`src/nss_pkg.sv`:
```
`default_nettype none

package nss_pkg;

   localparam int MAP_ROWS = 12;

   localparam logic [26:0] WORD_SYNC  = 27'h0000000;
   localparam logic [26:0] WORD_BLACK = 27'h2020202;
   localparam logic [26:0] WORD_WHITE = 27'h6060606;

   localparam logic [1:0] LVL_SYNC  = 2'd0;
   localparam logic [1:0] LVL_BLANK = 2'd1;
   localparam logic [1:0] LVL_VIDEO = 2'd2;

   typedef enum logic [2:0] {
      S_IDLE,
      S_ADV,
      S_LOOK,
      S_FETCH,
      S_EMIT
   } seq_state_type;

   typedef struct packed {
      logic [5:0] steps;
      logic [1:0] level;
   } seg_entry_type;

   typedef struct packed {
      logic        valid;
      logic [26:0] word;
      logic [1:0]  level;
      logic        last;
   } beat_type;

   function automatic logic [2:0] map_table(input logic [3:0] row);
      logic [2:0] t;
      begin
         unique case (row)
            4'd0:    t = 3'd0;
            4'd1:    t = 3'd1;
            4'd2:    t = 3'd0;
            4'd3:    t = 3'd2;
            4'd4:    t = 3'd3;
            4'd5:    t = 3'd0;
            4'd6:    t = 3'd4;
            4'd7:    t = 3'd1;
            4'd8:    t = 3'd5;
            4'd9:    t = 3'd0;
            4'd10:   t = 3'd2;
            4'd11:   t = 3'd3;
            default: t = 3'd0;
         endcase
         return t;
      end
   endfunction

   function automatic logic [7:0] map_repeat(input logic [3:0] row);
      logic [7:0] r;
      begin
         unique case (row)
            4'd0:    r = 8'd3;
            4'd1:    r = 8'd3;
            4'd2:    r = 8'd3;
            4'd3:    r = 8'd18;
            4'd4:    r = 8'd235;
            4'd5:    r = 8'd3;
            4'd6:    r = 8'd1;
            4'd7:    r = 8'd2;
            4'd8:    r = 8'd1;
            4'd9:    r = 8'd2;
            4'd10:   r = 8'd17;
            4'd11:   r = 8'd234;
            default: r = 8'd0;
         endcase
         return r;
      end
   endfunction

   function automatic logic [26:0] pixel_word(input logic [1:0] lvl,
                                              input logic [5:0] seg_rem,
                                              input logic [7:0] row_rem,
                                              input logic [7:0] frame);
      logic [7:0]  a;
      logic [7:0]  b;
      logic [26:0] w;
      begin
         a = frame - {2'b00, seg_rem};
         b = frame - {3'b000, row_rem[7:3]};
         if (lvl == LVL_SYNC) begin
            w = WORD_SYNC;
         end else if (lvl == LVL_BLANK) begin
            w = WORD_BLACK;
         end else if ((a & b) != 8'd0) begin
            w = WORD_WHITE;
         end else begin
            w = WORD_BLACK;
         end
         return w;
      end
   endfunction

endpackage

`default_nettype wire

```
`src/nss_seg_rom.sv`:
```
`default_nettype none

module nss_seg_rom #(
   parameter int ACTIVE_WIDTH = 40
) (
   input  wire logic                  clock,
   input  wire logic [5:0]            rd_addr,
   output nss_pkg::seg_entry_type     rd_data
);
   import nss_pkg::*;

   localparam logic [5:0] ACT  = 6'(ACTIVE_WIDTH);
   localparam logic [5:0] TAIL = 6'(47 - ACTIVE_WIDTH);

   seg_entry_type rd_data_ff;

   function automatic seg_entry_type seg_entry(input logic [5:0] addr);
      seg_entry_type e;
      begin
         case (addr)
            6'o00: e = '{6'd4,  LVL_SYNC};
            6'o01: e = '{6'd26, LVL_BLANK};
            6'o02: e = '{6'd4,  LVL_SYNC};
            6'o03: e = '{6'd26, LVL_BLANK};
            6'o10: e = '{6'd26, LVL_SYNC};
            6'o11: e = '{6'd4,  LVL_BLANK};
            6'o12: e = '{6'd26, LVL_SYNC};
            6'o13: e = '{6'd4,  LVL_BLANK};
            6'o20: e = '{6'd4,  LVL_SYNC};
            6'o21: e = '{6'd19, LVL_BLANK};
            6'o22: e = '{6'd18, LVL_BLANK};
            6'o23: e = '{6'd19, LVL_BLANK};
            6'o30: e = '{6'd4,  LVL_SYNC};
            6'o31: e = '{6'd9,  LVL_BLANK};
            6'o32: e = '{ACT,   LVL_VIDEO};
            6'o33: e = '{TAIL,  LVL_BLANK};
            6'o40: e = '{6'd4,  LVL_SYNC};
            6'o41: e = '{6'd26, LVL_BLANK};
            6'o42: e = '{6'd26, LVL_SYNC};
            6'o43: e = '{6'd4,  LVL_BLANK};
            6'o50: e = '{6'd25, LVL_SYNC};
            6'o51: e = '{6'd5,  LVL_BLANK};
            6'o52: e = '{6'd3,  LVL_SYNC};
            6'o53: e = '{6'd27, LVL_BLANK};
            default: e = '{6'd0, LVL_SYNC};
         endcase
         return e;
      end
   endfunction

   always_ff @(posedge clock) begin
      rd_data_ff <= seg_entry(rd_addr);
   end

   assign rd_data = rd_data_ff;

endmodule

`default_nettype wire

```
`src/nss_seq.sv`:
```
`default_nettype none

module nss_seq #(
   parameter int ACTIVE_WIDTH = 40,
   parameter int MAX_BURST    = 32
) (
   input  wire logic        clock,
   input  wire logic        reset,
   input  wire logic        req_valid,
   input  wire logic [5:0]  req_burst_len,
   output logic             req_stall,
   input  wire logic        out_ready,
   output nss_pkg::beat_type beat
);
   import nss_pkg::*;

   localparam int CW = $clog2(MAX_BURST + 1);

   seq_state_type state_ff, state_in;
   logic [3:0]    map_row_ff, map_row_in;
   logic [7:0]    row_rem_ff, row_rem_in;
   logic [2:0]    seg_idx_ff, seg_idx_in;
   logic [5:0]    seg_rem_ff, seg_rem_in;
   logic [1:0]    seg_lvl_ff, seg_lvl_in;
   logic [7:0]    frame_ff, frame_in;
   logic [CW-1:0] count_ff, count_in;
   logic [1:0]    guard_ff, guard_in;

   logic [CW-1:0] burst_n;
   logic [5:0]    rom_addr;
   seg_entry_type rom_q;

   assign burst_n  = (req_burst_len > MAX_BURST) ? CW'(MAX_BURST) : CW'(req_burst_len);
   assign rom_addr = {map_table(map_row_ff), seg_idx_ff};

   nss_seg_rom #(
      .ACTIVE_WIDTH(ACTIVE_WIDTH)
   ) u_rom (
      .clock   (clock),
      .rd_addr (rom_addr),
      .rd_data (rom_q)
   );

   always_ff @(posedge clock) begin
      if (reset) begin
         state_ff   <= S_IDLE;
         map_row_ff <= 4'd0;
         row_rem_ff <= 8'd1;
         seg_idx_ff <= 3'd0;
         seg_rem_ff <= 6'd1;
         seg_lvl_ff <= LVL_SYNC;
         frame_ff   <= 8'd0;
         count_ff   <= '0;
         guard_ff   <= 2'd0;
      end else begin
         state_ff   <= state_in;
         map_row_ff <= map_row_in;
         row_rem_ff <= row_rem_in;
         seg_idx_ff <= seg_idx_in;
         seg_rem_ff <= seg_rem_in;
         seg_lvl_ff <= seg_lvl_in;
         frame_ff   <= frame_in;
         count_ff   <= count_in;
         guard_ff   <= guard_in;
      end
   end

   always_comb begin
      logic [3:0] nrow;
      nrow       = map_row_ff + 4'd1;
      state_in   = state_ff;
      map_row_in = map_row_ff;
      row_rem_in = row_rem_ff;
      seg_idx_in = seg_idx_ff;
      seg_rem_in = seg_rem_ff;
      seg_lvl_in = seg_lvl_ff;
      frame_in   = frame_ff;
      count_in   = count_ff;
      guard_in   = guard_ff;
      beat       = '0;
      unique case (state_ff)
         S_IDLE: begin
            if (req_valid && (burst_n != '0)) begin
               count_in = burst_n;
               state_in = S_ADV;
            end
         end
         S_ADV: begin
            if (seg_rem_ff == 6'd0) begin
               guard_in = 2'd0;
               state_in = S_LOOK;
            end else if (out_ready) begin
               seg_rem_in = seg_rem_ff - 6'd1;
               beat.valid = 1'b1;
               beat.word  = pixel_word(seg_lvl_ff, seg_rem_in, row_rem_ff, frame_ff);
               beat.level = seg_lvl_ff;
               beat.last  = (count_ff == CW'(1));
               count_in   = count_ff - CW'(1);
               state_in   = beat.last ? S_IDLE : S_ADV;
            end
         end
         S_LOOK: begin
            seg_idx_in = seg_idx_ff + 3'd1;
            if (rom_q.steps != 6'd0) begin
               seg_rem_in = rom_q.steps;
               seg_lvl_in = rom_q.level;
               state_in   = S_EMIT;
            end else begin
               // end of table: next play of the row, or next map row
               if (row_rem_ff == 8'd0) begin
                  if (nrow >= 4'(MAP_ROWS)) begin
                     nrow     = 4'd0;
                     frame_in = frame_ff + 8'd1;
                  end
                  map_row_in = nrow;
                  row_rem_in = map_repeat(nrow);
               end else begin
                  row_rem_in = row_rem_ff - 8'd1;
               end
               seg_idx_in = 3'd0;
               guard_in   = guard_ff + 2'd1;
               state_in   = (guard_ff == 2'd3) ? S_EMIT : S_FETCH;
            end
         end
         S_FETCH: begin
            state_in = S_LOOK;
         end
         S_EMIT: begin
            if (out_ready) begin
               beat.valid = 1'b1;
               beat.word  = pixel_word(seg_lvl_ff, seg_rem_ff, row_rem_ff, frame_ff);
               beat.level = seg_lvl_ff;
               beat.last  = (count_ff == CW'(1));
               count_in   = count_ff - CW'(1);
               state_in   = beat.last ? S_IDLE : S_ADV;
            end
         end
         default: begin
            state_in = S_IDLE;
         end
      endcase
   end

   assign req_stall = (state_ff != S_IDLE);

   a_beat_needs_room: assert property (@(posedge clock) disable iff (reset)
      beat.valid |-> out_ready)
      else $error("beat issued while output register full");

   a_last_ends_burst: assert property (@(posedge clock) disable iff (reset)
      (beat.valid && beat.last) |=> (state_ff == S_IDLE))
      else $error("burst continued after last beat");

   a_look_after_read: assert property (@(posedge clock) disable iff (reset)
      (state_ff == S_LOOK) |-> ($past(state_ff) == S_ADV || $past(state_ff) == S_FETCH))
      else $error("table entry used without a read cycle");

   a_row_in_range: assert property (@(posedge clock) disable iff (reset)
      map_row_ff < 4'(MAP_ROWS))
      else $error("map row out of range");

   a_no_beat_idle: assert property (@(posedge clock) disable iff (reset)
      (state_ff == S_IDLE) |-> !beat.valid)
      else $error("beat issued while idle");

endmodule

`default_nettype wire

```
`src/nss_out_reg.sv`:
```
`default_nettype none

module nss_out_reg (
   input  wire logic             clock,
   input  wire logic             reset,
   input  wire nss_pkg::beat_type beat,
   output logic                  out_ready,
   output logic                  rsp_valid,
   input  wire logic             rsp_stall,
   output logic [26:0]           rsp_drive_word,
   output logic [1:0]            rsp_level,
   output logic                  rsp_last
);
   import nss_pkg::*;

   logic        valid_ff, valid_in;
   logic [26:0] word_ff;
   logic [1:0]  level_ff;
   logic        last_ff;

   assign out_ready = !valid_ff || !rsp_stall;
   assign valid_in  = beat.valid || (valid_ff && rsp_stall);

   always_ff @(posedge clock) begin
      if (reset) begin
         valid_ff <= 1'b0;
      end else begin
         valid_ff <= valid_in;
      end
   end

   always_ff @(posedge clock) begin
      if (beat.valid) begin
         word_ff  <= beat.word;
         level_ff <= beat.level;
         last_ff  <= beat.last;
      end
   end

   assign rsp_valid      = valid_ff;
   assign rsp_drive_word = word_ff;
   assign rsp_level      = level_ff;
   assign rsp_last       = last_ff;

endmodule

`default_nettype wire

```
`src/ntsc_sync_sequencer.sv`:
```
`default_nettype none

// NTSC composite sync sequencer: each request beat asks for a burst of
// req_burst_len words (0 gives nothing, above MAX_BURST is clipped) and the
// block returns one rsp beat per word, rsp_last marking the final word.
// Requests are taken only while no burst is in progress. Inside a segment a
// word is issued from the ADV state; a word that starts a new segment first
// goes through LOOK, since the segment table ROM has a registered read; a
// word that also crosses a row goes through LOOK, FETCH and LOOK again. A
// word waits while the output register is full and rsp_stall is high.

module ntsc_sync_sequencer #(
   parameter int ACTIVE_WIDTH = 40,
   parameter int MAX_BURST    = 32
) (
   input  wire logic        clock,
   input  wire logic        reset,
   input  wire logic        req_valid,
   output logic             req_stall,
   input  wire logic [5:0]  req_burst_len,
   output logic             rsp_valid,
   input  wire logic        rsp_stall,
   output logic [26:0]      rsp_drive_word,
   output logic [1:0]       rsp_level,
   output logic             rsp_last
);
   import nss_pkg::*;

   beat_type beat;
   logic     out_ready;

   nss_seq #(
      .ACTIVE_WIDTH (ACTIVE_WIDTH),
      .MAX_BURST    (MAX_BURST)
   ) u_seq (
      .clock         (clock),
      .reset         (reset),
      .req_valid     (req_valid),
      .req_burst_len (req_burst_len),
      .req_stall     (req_stall),
      .out_ready     (out_ready),
      .beat          (beat)
   );

   nss_out_reg u_out (
      .clock          (clock),
      .reset          (reset),
      .beat           (beat),
      .out_ready      (out_ready),
      .rsp_valid      (rsp_valid),
      .rsp_stall      (rsp_stall),
      .rsp_drive_word (rsp_drive_word),
      .rsp_level      (rsp_level),
      .rsp_last       (rsp_last)
   );

endmodule

`default_nettype wire

```
`config.mk`:
```
export PLATFORM = sky130hd
export DESIGN_NAME = ntsc_sync_sequencer
export DESIGN_NICKNAME = d
export VERILOG_FILES = /design/src/nss_pkg.sv /design/src/nss_seg_rom.sv /design/src/nss_seq.sv /design/src/nss_out_reg.sv /design/src/ntsc_sync_sequencer.sv
export SDC_FILE = /design/constraint.sdc
export NUM_CORES = 1
export LEC_CHECK = 0
export ABC_CLOCK_PERIOD_IN_PS = 3600
export BUFFER_PORTS_ARGS = -buffer_cell sky130_fd_sc_hd__buf_2
export CORE_UTILIZATION = 45
export CTS_CLUSTER_DIAMETER = 100
export DETAILED_ROUTE_END_ITERATION = 7
export GPL_TIMING_DRIVEN = 0
export PLACE_DENSITY = 0.73
export SLEW_MARGIN = 20
export SYNTH_ARGS = -nofsm -noshare
export SYNTH_HDL_FRONTEND = slang
export SYNTH_SLANG_ARGS = --single-unit
```
`constraint.sdc`:
```
create_clock -name clock -period 3.6 [get_ports clock]
set_input_delay 0.54 -clock clock [delete_from_list [all_inputs] [get_ports clock]]
set_output_delay 0.54 -clock clock [all_outputs]
set_load 0.02 [all_outputs]
```
==> impl_metrics.py, run 1 <==
metrics = {
    "clock_network": {
        "cts_sinks": 58,
        "cts_resized": 0,
        "cts-htree-levels": 3,
        "cts_buffers": 9,
        "cts_hold_buf": 0,
        "root_buffer": "clkbuf_8",
        "clk_latency_ps": 340,
        "path_clk_slew_ps": 60,
        "cts_setup_buffers": 0,
        "cts_tree": "built",
        "clock_path_buffers": 2,
    },
    "floorplanning": {
        "core-area_sq_mm": 0.009328,
        "die_x_um": 100.4,
        "start_util_pct": 46.75,
        "design.die.area_sq_mm": 0.01009,
        "row_count": 35,
        "fp.dieH_um": 100.4,
        "ios": 42,
    },
    "setup_path": {
        "crit_arrival_ps": 3130,
        "cp-start-kind": "register",
        "worst-setup-path-type": "reg2reg",
        "cp-end-kind": "register",
        "cp_max_fo": 5,
        "required_ps": 3670,
    },
    "route": {
        "drtIter0Drc": 212,
        "avgRoutedWirePerCell_um": 13.41,
        "vias": 4019,
        "dr.pass1.iters": 5,
        "viasPerCell": 5.387,
        "drc": 0,
        "drt_wl_total_um": 10000,
        "antenna_left": 0,
    },
    "sta": {
        "fin_tns_setup_ps": 0,
        "fmax_ghz": 0.3268,
        "rsz0062_at_grt": "false",
        "slew_viol_final": 0,
        "max_slew.worst_pin.slew_ps": 891.6,
        "hold_violations": 0,
        "finalCritPeriodShare_pct": 85.00,
        "fin_worst_skew_ps": 10.99,
        "finalCriticalPeriod_ps": 3060,
        "slew_headroom_pct": 40.20,
        "setup_violations": 0,
    },
    "run": {
        "cap_viol_max_count": 0,
    },
    "yosys": {
        "synth_ff_type": "dfxtp_1",
        "ys_seq_area_share_pct": 27.78,
        "synthTopCellsByArea": "dfxtp_1, ha_1, nor2_1",
        "synth-seq-cells": 58,
        "yosysWarnings": 0,
        "netlist_instances": 563,
        "synth.most_common_cell": "nor2_1",
        "avgSynthCellArea_sq_um": 7.745,
        "synth_commonest_cells": "nor2_1, dfxtp_1, nand2_1, a21oi_1, ha_1",
        "async_reset_ff_share_pct": 0,
        "synth_edf_count": 5,
        "synth_top_area_share_pct": 24.33,
        "yosysUniqueCellTypes": 63,
        "synth_area_leader_cell": "dfxtp_1",
        "synth_area_sq_mm": 0.004360,
    },
    "place": {
        "place.gp.congestion": 0.8769,
        "port_buffers": 21,
        "hpwl_um": 7614,
    },
    "final_layout": {
        "antenna_cells": 0,
        "drive_above_1_share_pct": 11.67,
        "nets": 660,
        "areaGrowthSynthToFinish_pct": 12.22,
    },
    "power_and_ir_drop": {
        "power_density_mw_per_mm2": 347.1,
        "p_leak_uw": 0.001995,
        "peakVddDrop_mv": 0.2071,
        "total_power_uw": 1699,
    },
    "global_route": {
        "antenna_found_initial": 0,
        "grt_util_all_layers_pct": 20.62,
        "grt_overflow": 0,
        "grt_max_degree": 11,
        "grt_first_pass_wirelength_um": 16600,
        "grt_pass1_vias": 3696,
    },
    "min_path": {
        "hold_path_class": "reg2reg",
    },
    "run_status": {
        "status": "finished clean",
    },
}
registers in the layout (all words and copies together) (netlist names):
register and cells:
u_seq.seg_rem_ff 6, u_out.rsp_drive_word 2, u_seq.rom_addr 3, u_seq.row_rem_ff 8, u_seq.map_row_ff 4, u_seq.frame_ff 8
u_seq.state_ff 3, u_seq.seg_lvl_ff 2, u_seq.seg_idx_ff 3, u_seq.count_ff 6, u_seq.u_rom.rd_data 7, u_seq.guard_ff 2
u_out.rsp_valid 1, u_out.rsp_last 1, u_out.rsp_level 2
layout make-up:
class | count | area, sq um
clock inverters | 1 | 5.005
flip-flops and latches | 58 | 1211
plain buffers | 44 | 264.0
multi-input cells | 451 | 2848
clock buffers | 14 | 193.9
well taps | 129 | 161.4
repair buffers | 21 | 105.1
fillers | 908 | 4434
inverters | 28 | 105.1
worst max-delay path, cell delays in order, from the launching register on:
cell	delay [ps]
dfxtp_1	420
inv_1	130
ha_1	240
xnor2_1	230
ha_1	320
or2_2	320
o211ai_1	100
a21oi_1	130
nand2_1	100
mux2_2	320
nor4_1	320
o22ai_1	140
kinds of logic after synthesis:
logic type,after synthesis,synth area share (%)
buffers and inverters,72,8.465
xor gates and xnor gates,26,5.222
adders and majority gates,37,11.13
other,1,0.08600
muxes,10,2.324
and+or+nand+nor,230,26.17
DFF,58,27.78
AOI/OAI and AO/OA,129,18.82
through the flow:
stage	utilization (%)	hold slack, ps	instance area, sq um	setup WS (ps)	instances
2_1_floorplan	-	440.3	4428	959.6	581
3_3_place_gp	50.33	458.3	4695	593.4	731
3_5_place_dp	50.33	467.2	4695	598.4	731
4_1_cts	52.46	478.1	4893	599.8	746
5_1_grt	52.46	508.2	4893	362.9	746
6_report	52.46	477.0	4893	539.9	746
worst paths after layout:
path	startpoint	to	slack, ps	cells past startpoint
max	u_seq.seg_rem_ff[0]$_SDFFE_PP1P_	u_out.rsp_drive_word[18]$_SDFFCE_PP0P_	540	11
min	u_seq.count_ff[1]$_SDFFE_PP0P_	u_seq.count_ff[1]$_SDFFE_PP0P_	480	2
max reg2reg	u_seq.seg_rem_ff[0]$_SDFFE_PP1P_	u_out.rsp_drive_word[18]$_SDFFCE_PP0P_	540	11
min reg2reg	u_seq.count_ff[1]$_SDFFE_PP0P_	u_seq.count_ff[1]$_SDFFE_PP0P_	480	2
cells in the final DEF, fill, tap and decap left out, drive strengths merged, types with 10 or more instances in the layout:
| cell type | instances |
|---|---|
| nor2 | 79 |
| dfxtp | 53 |
| buf | 48 |
| nand2 | 45 |
| a21oi | 37 |
| ha | 34 |
| clkbuf | 31 |
| o21ai | 30 |
| inv | 28 |
| nor3 | 20 |
| nand3 | 19 |
| conb | 19 |
| xnor2 | 16 |
| nand2b | 15 |
| nor2b | 10 |
| xor2 | 10 |
layer usage:
metal	GRT usage [%]	wire length [um]
met5	0	0
met4	6.689	165
met3	4.387	503
met2	34.83	4750
met1	26.15	4586
report_power, final:
group          switching, uW  internal, uW
sequential              23.5           676
combinational            238           165
clock                    253           344
(Power assumes the default switching activity.)
==> run 2: changes to the inputs <==
Settings changed: ABC_CLOCK_PERIOD_IN_PS 3600 to 2900, BUFFER_PORTS_ARGS -buffer_cell sky130_fd_sc_hd__buf_2 to -buffer_cell sky130_fd_sc_hd__buf_4, RECOVER_POWER set to 25.
Clock period 3.6 ns to 2.9 ns, I/O delays scaled along.
==> run 2 against run 1 <==
Effect of this change: critical path depth unchanged; non-clock buffer count up 1; first-iteration DRC count is 14% higher; total power rose by 25%; clock power up 23%; count of clock-buffer cells in the layout shrank 2; global-route usage is 0.51 points lower; via count down 1.2%; flip-flop and latch count did not move; critical endpoint unchanged; largest cell class unchanged.
==> impl_metrics.py, run 2 (synthesis results as in run 1) <==
metrics = {
    "run_status": {
        "status": "finished clean",
    },
    "floorplanning": {
        "row_count": 35,
        "die_x_um": 100.4,
        "ios": 42,
        "core-area_sq_mm": 0.009328,
        "design.die.area_sq_mm": 0.01009,
        "fp.dieH_um": 100.4,
        "start_util_pct": 46.75,
    },
    "global_route": {
        "grt_pass1_vias": 3533,
        "antenna_found_initial": 0,
        "grt_util_all_layers_pct": 20.11,
        "grt_overflow": 0,
        "grt_first_pass_wirelength_um": 16160,
        "grt_max_degree": 11,
    },
    "route": {
        "antenna_left": 0,
        "drtIter0Drc": 242,
        "avgRoutedWirePerCell_um": 13.40,
        "viasPerCell": 5.310,
        "vias": 3972,
        "dr.pass1.iters": 4,
        "drt_wl_total_um": 10020,
        "drc": 0,
    },
    "place": {
        "place.gp.congestion": 0.8532,
        "port_buffers": 21,
        "pre_cts_ws_ps": -48.55,
        "dp.cells": 731,
        "hpwl_um": 7602,
    },
    "clock_network": {
        "cts_buffers": 9,
        "cts_tree": "built",
        "root_buffer": "clkbuf_8",
        "cts_sinks": 58,
        "clock_path_buffers": 2,
        "path_clk_slew_ps": 60,
        "clk_latency_ps": 340,
        "cts-htree-levels": 3,
    },
    "power_and_ir_drop": {
        "peakVddDrop_mv": 0.2178,
        "total_power_uw": 2118,
        "p_leak_uw": 0.002024,
        "p_switching_uw": 657.9,
        "power.share.clock_pct": 34.6,
        "p_int_uw": 1460,
        "seqPwrFrac_pct": 41.0,
        "comb_power_share_pct": 24.4,
        "swShare_pct": 31.06,
        "power_density_mw_per_mm2": 422.7,
    },
    "run": {
        "cap_viol_max_count": 0,
    },
    "setup_path": {
        "cp-start-kind": "register",
        "worst-setup-path-type": "reg2reg",
        "cp_max_fo": 5,
        "crit_arrival_ps": 2880,
        "cp-end-kind": "register",
        "required_ps": 2970,
    },
    "final_layout": {
        "mostFrequentLayoutCells": "nor2_1, dfxtp_1, nand2_1",
        "areaGrowthSynthToFinish_pct": 14.92,
        "nets": 661,
        "drive_above_1_share_pct": 14.05,
        "antenna_cells": 0,
        "final_common_cell": "nor2_1",
        "final_cells": 748,
    },
    "sta": {
        "finalCriticalPeriod_ps": 2801,
        "fin_ws_ps": 98.51,
        "fin_worst_skew_ps": 8.034,
        "slew_headroom_pct": 44.81,
        "finalCritPeriodShare_pct": 96.60,
        "rsz0062_at_grt": "true",
        "slew_viol_final": 0,
        "hold_violations": 0,
        "setup_violations": 0,
        "fmax_ghz": 0.3570,
        "max_slew.worst_pin.slew_ps": 821.6,
    },
    "min_path": {
        "hold_path_class": "in2reg",
    },
}
[run 2: layout make-up]
| type | instances | area (sq um) |
|---|---|---|
| Fill cell | 883 | 4317 |
| Multi-Input combinational cell | 451 | 2922 |
| Sequential cell | 58 | 1219 |
| Buffer | 44 | 264.0 |
| Clock buffer | 12 | 176.4 |
| Tap cell | 129 | 161.4 |
| Timing Repair Buffer | 22 | 142.6 |
| Inverter | 28 | 105.1 |
| Clock inverter | 4 | 21.27 |
[run 2: per-stage QoR]
stage               area (sq um)  util, %  TNS [ps]  hold WS, ps
finish                      5011    53.72         0        395.4
CTS                         4955    53.12         0        380.8
global route                5011    53.72    -43.62        405.8
global placement            4747    50.89    -102.0        460.6
floorplan                   4428        -         0        440.3
detailed placement          4747    50.89    -48.55        464.5
[run 2: repair_timing]
action,4_1_cts,5_1_grt
hold buffers,0,0
setup buffers,0,1
setup endpoints to repair,1,4
gates resized for setup,3,17
pin swaps,0,1
[run 2: path summary, 6_finish.rpt]
| check | start | endpoint | slack (ps) | cells after the start |
|---|---|---|---|---|
| setup reg to reg | u_seq.seg_rem_ff[0]$_SDFFE_PP1P_ | u_out.rsp_drive_word[18]$_SDFFCE_PP0P_ | 100 | 11 |
| setup / recovery | u_seq.seg_rem_ff[0]$_SDFFE_PP1P_ | u_out.rsp_drive_word[18]$_SDFFCE_PP0P_ | 100 | 11 |
| hold / removal | req_burst_len[0] | u_seq.count_ff[0]$_SDFFE_PP0P_ | 400 | 3 |
| hold reg to reg | u_seq.u_rom.rd_data[0]$_DFF_P_ | u_seq.seg_lvl_ff[0]$_SDFFE_PP0P_ | 470 | 2 |
[run 2: critical path, stage by stage, from the launching register on]
cell,delay [ps]
dfxtp_4,370
inv_1,80
ha_2,210
xnor2_2,140
ha_1,320
or2_2,310
o211ai_1,120
a21oi_2,110
nand2_1,100
mux2_2,360
nor4_4,280
o22ai_1,120
[run 2: power by group through the flow]
stage | combinational [uW] | clock [uW] | sequential (uW)
after detailed placement | 502 | 0 | 885
after floorplan | 388 | 0 | 888
after global routing | 578 | 780 | 873
final | 518 | 732 | 869
after global placement | 494 | 0 | 884
after CTS | 508 | 748 | 868
[run 2: metal layers]
| layer | global-route usage (%) | routed length (um) | part of all wire [%] |
|---|---|---|---|
| met3 | 4.178 | 535 | 5.3 |
| met5 | 0 | 0 | 0 |
| met1 | 26.95 | 4683 | 47 |
| met4 | 5.797 | 129 | 1.3 |
| met2 | 32.61 | 4672 | 47 |
==> run 3: changes to the inputs <==
Settings changed: CORE_UTILIZATION 45 to 55, PLACE_DENSITY 0.73 to 0.85.
==> run 3 against run 2 <==
Effect of this change: final cell count is 3.6% lower; non-clock buffer count stayed put; core utilization is 11 points higher; worst setup slack worse by 6.5 ps; via count is 3.5% higher; critical endpoint unchanged; largest power group unchanged; highest routed layer unchanged.
==> impl_metrics.py, run 3 (synthesis results as in run 1) <==
metrics = {
    "run_status": {
        "status": "finished clean",
    },
    "clock_network": {
        "cts_tree": "built",
        "path_clk_slew_ps": 60,
        "cts-htree-levels": 3,
        "root_buffer": "clkbuf_8",
        "cts_buffers": 9,
        "clk_latency_ps": 340,
        "clock_path_buffers": 2,
        "cts_sinks": 58,
    },
    "setup_path": {
        "cp-end-kind": "register",
        "required_ps": 2970,
        "r2r-start": "u_seq.seg_rem_ff[0]$_SDFFE_PP1P_",
        "regToRegSetupSlack_ps": 90,
        "worst-setup-path-type": "reg2reg",
        "crit_start": "u_seq.seg_rem_ff[0]$_SDFFE_PP1P_",
        "reg2reg_depth": 11,
        "crit_arrival_ps": 2870,
        "cp-start-kind": "register",
        "r2r_end": "u_out.rsp_drive_word[18]$_SDFFCE_PP0P_",
        "crit_end": "u_out.rsp_drive_word[18]$_SDFFCE_PP0P_",
        "cp_max_fo": 5,
    },
    "place": {
        "dpl_cell_area_sq_mm": 0.004713,
        "hpwl_um": 7416,
        "pre_cts_ws_ps": -146.8,
        "place.gp.congestion": 0.8834,
        "port_buffers": 21,
        "dp.cells": 704,
    },
    "sta": {
        "hold_violations": 0,
        "finalCriticalPeriod_ps": 2808,
        "finalCritPeriodShare_pct": 96.83,
        "setup_violations": 0,
        "fin_worst_skew_ps": 10.36,
        "fin_ws_ps": 91.96,
        "fmax_ghz": 0.3561,
        "slew_viol_final": 0,
        "slew_headroom_pct": 44.03,
        "whs_ps": 408.5,
        "max_slew.worst_pin.slew_ps": 834.4,
    },
    "final_layout": {
        "mostFrequentLayoutCells": "nor2_1, dfxtp_1, nand2_1",
        "antenna_cells": 0,
        "design_area_sq_mm": 0.004991,
        "final_common_cell": "nor2_1",
        "drive_above_1_share_pct": 13.73,
        "fillCellCount": 658,
        "areaGrowthSynthToFinish_pct": 14.46,
        "nets": 661,
        "final_cells": 721,
    },
    "route": {
        "antenna_left": 0,
        "drtIter0Drc": 276,
        "drt_wl_total_um": 10130,
        "dr.pass1.iters": 6,
        "drc": 0,
        "vias": 4112,
        "viasPerCell": 5.703,
        "avgRoutedWirePerCell_um": 14.05,
    },
    "power_and_ir_drop": {
        "power_density_mw_per_mm2": 442.8,
        "p_leak_uw": 0.002018,
        "peakVddDrop_mv": 0.3115,
    },
    "global_route": {
        "grt_first_pass_wirelength_um": 16730,
        "grt_util_all_layers_pct": 24.85,
        "antenna_found_initial": 0,
        "grt_max_degree": 12,
        "grt_pass1_vias": 3820,
        "grt_overflow": 0,
    },
    "min_path": {
        "hold_path_class": "in2reg",
    },
    "floorplanning": {
        "fp.dieH_um": 91.04,
        "design.die.area_sq_mm": 0.008288,
        "start_util_pct": 56.72,
        "core-area_sq_mm": 0.007687,
        "die_x_um": 91.04,
        "ios": 42,
        "row_count": 32,
    },
    "run": {
        "cap_viol_max_count": 0,
    },
}
## run 3: worst min path at each step
stage	slack [ps]	cells after the start	end	start
after floorplan	440	2	u_seq.seg_lvl_ff[0]$_SDFFE_PP0P_	u_seq.u_rom.rd_data[0]$_DFF_P_
after global placement	460	2	u_seq.seg_lvl_ff[0]$_SDFFE_PP0P_	u_seq.u_rom.rd_data[0]$_DFF_P_
after detailed placement	480	2	u_seq.seg_lvl_ff[0]$_SDFFE_PP0P_	u_seq.u_rom.rd_data[0]$_DFF_P_
after CTS	390	3	u_seq.count_ff[0]$_SDFFE_PP0P_	req_burst_len[0]
after global routing	400	3	u_seq.count_ff[0]$_SDFFE_PP0P_	req_burst_len[0]
final	410	3	u_seq.count_ff[0]$_SDFFE_PP0P_	req_burst_len[0]
## run 3: layer usage
metal | vias up | track usage, % | routed length [um]
met5 | - | 0 | 0
met2 | 142 | 42.68 | 4903
met3 | 42 | 7.119 | 615
met1 | 1886 | 29.27 | 4303
met4 | 0 | 9.392 | 306
li1 | 2042 | - | -
## run 3: area by class of cell
class                           instances  area, sq um  share of cell area, %
Multi-Input combinational cell        451         2915                  58.41
Sequential cell                        58         1216                  24.37
Buffer                                 44        264.0                  5.290
Clock buffer                           11        162.7                  3.259
Timing Repair Buffer                   22        142.6                  2.858
Tap cell                              102        127.6                  2.557
Inverter                               28        105.1                  2.106
Clock inverter                          5        57.56                  1.153
## run 3: where the power goes
part           internal, uW  switching [uW]  leakage (uW)
clock                   474             336      0.000111
sequential              840            31.7      0.000477
combinational           218             311       0.00143
## run 3: critical path, stage by stage, from the launching register on
cell	delay (ps)
dfxtp_2	380
inv_2	70
ha_2	200
xnor2_2	150
ha_1	320
or2_2	320
o211ai_1	130
a21oi_2	110
nand2_1	90
mux2_2	360
nor4_4	280
o22ai_1	130
## run 3: what timing repair did
action	in CTS	in global routing
pin swaps	0	2
gates resized for setup	5	14
setup buffers	0	1
endpoints found under the setup margin	1	3
hold buffers	0	0
## run 3: metrics by stage
step / setup TNS (ps) / utilization (%) / total power, uW
final: 0 / 64.93 / 2210
after global routing: -18.02 / 64.93 / 2321
after CTS: 0 / 64.44 / 2208
after detailed placement: -146.8 / 61.31 / 1388
after global placement: -114.1 / 61.31 / 1372
after floorplan: 0 / - / 1276
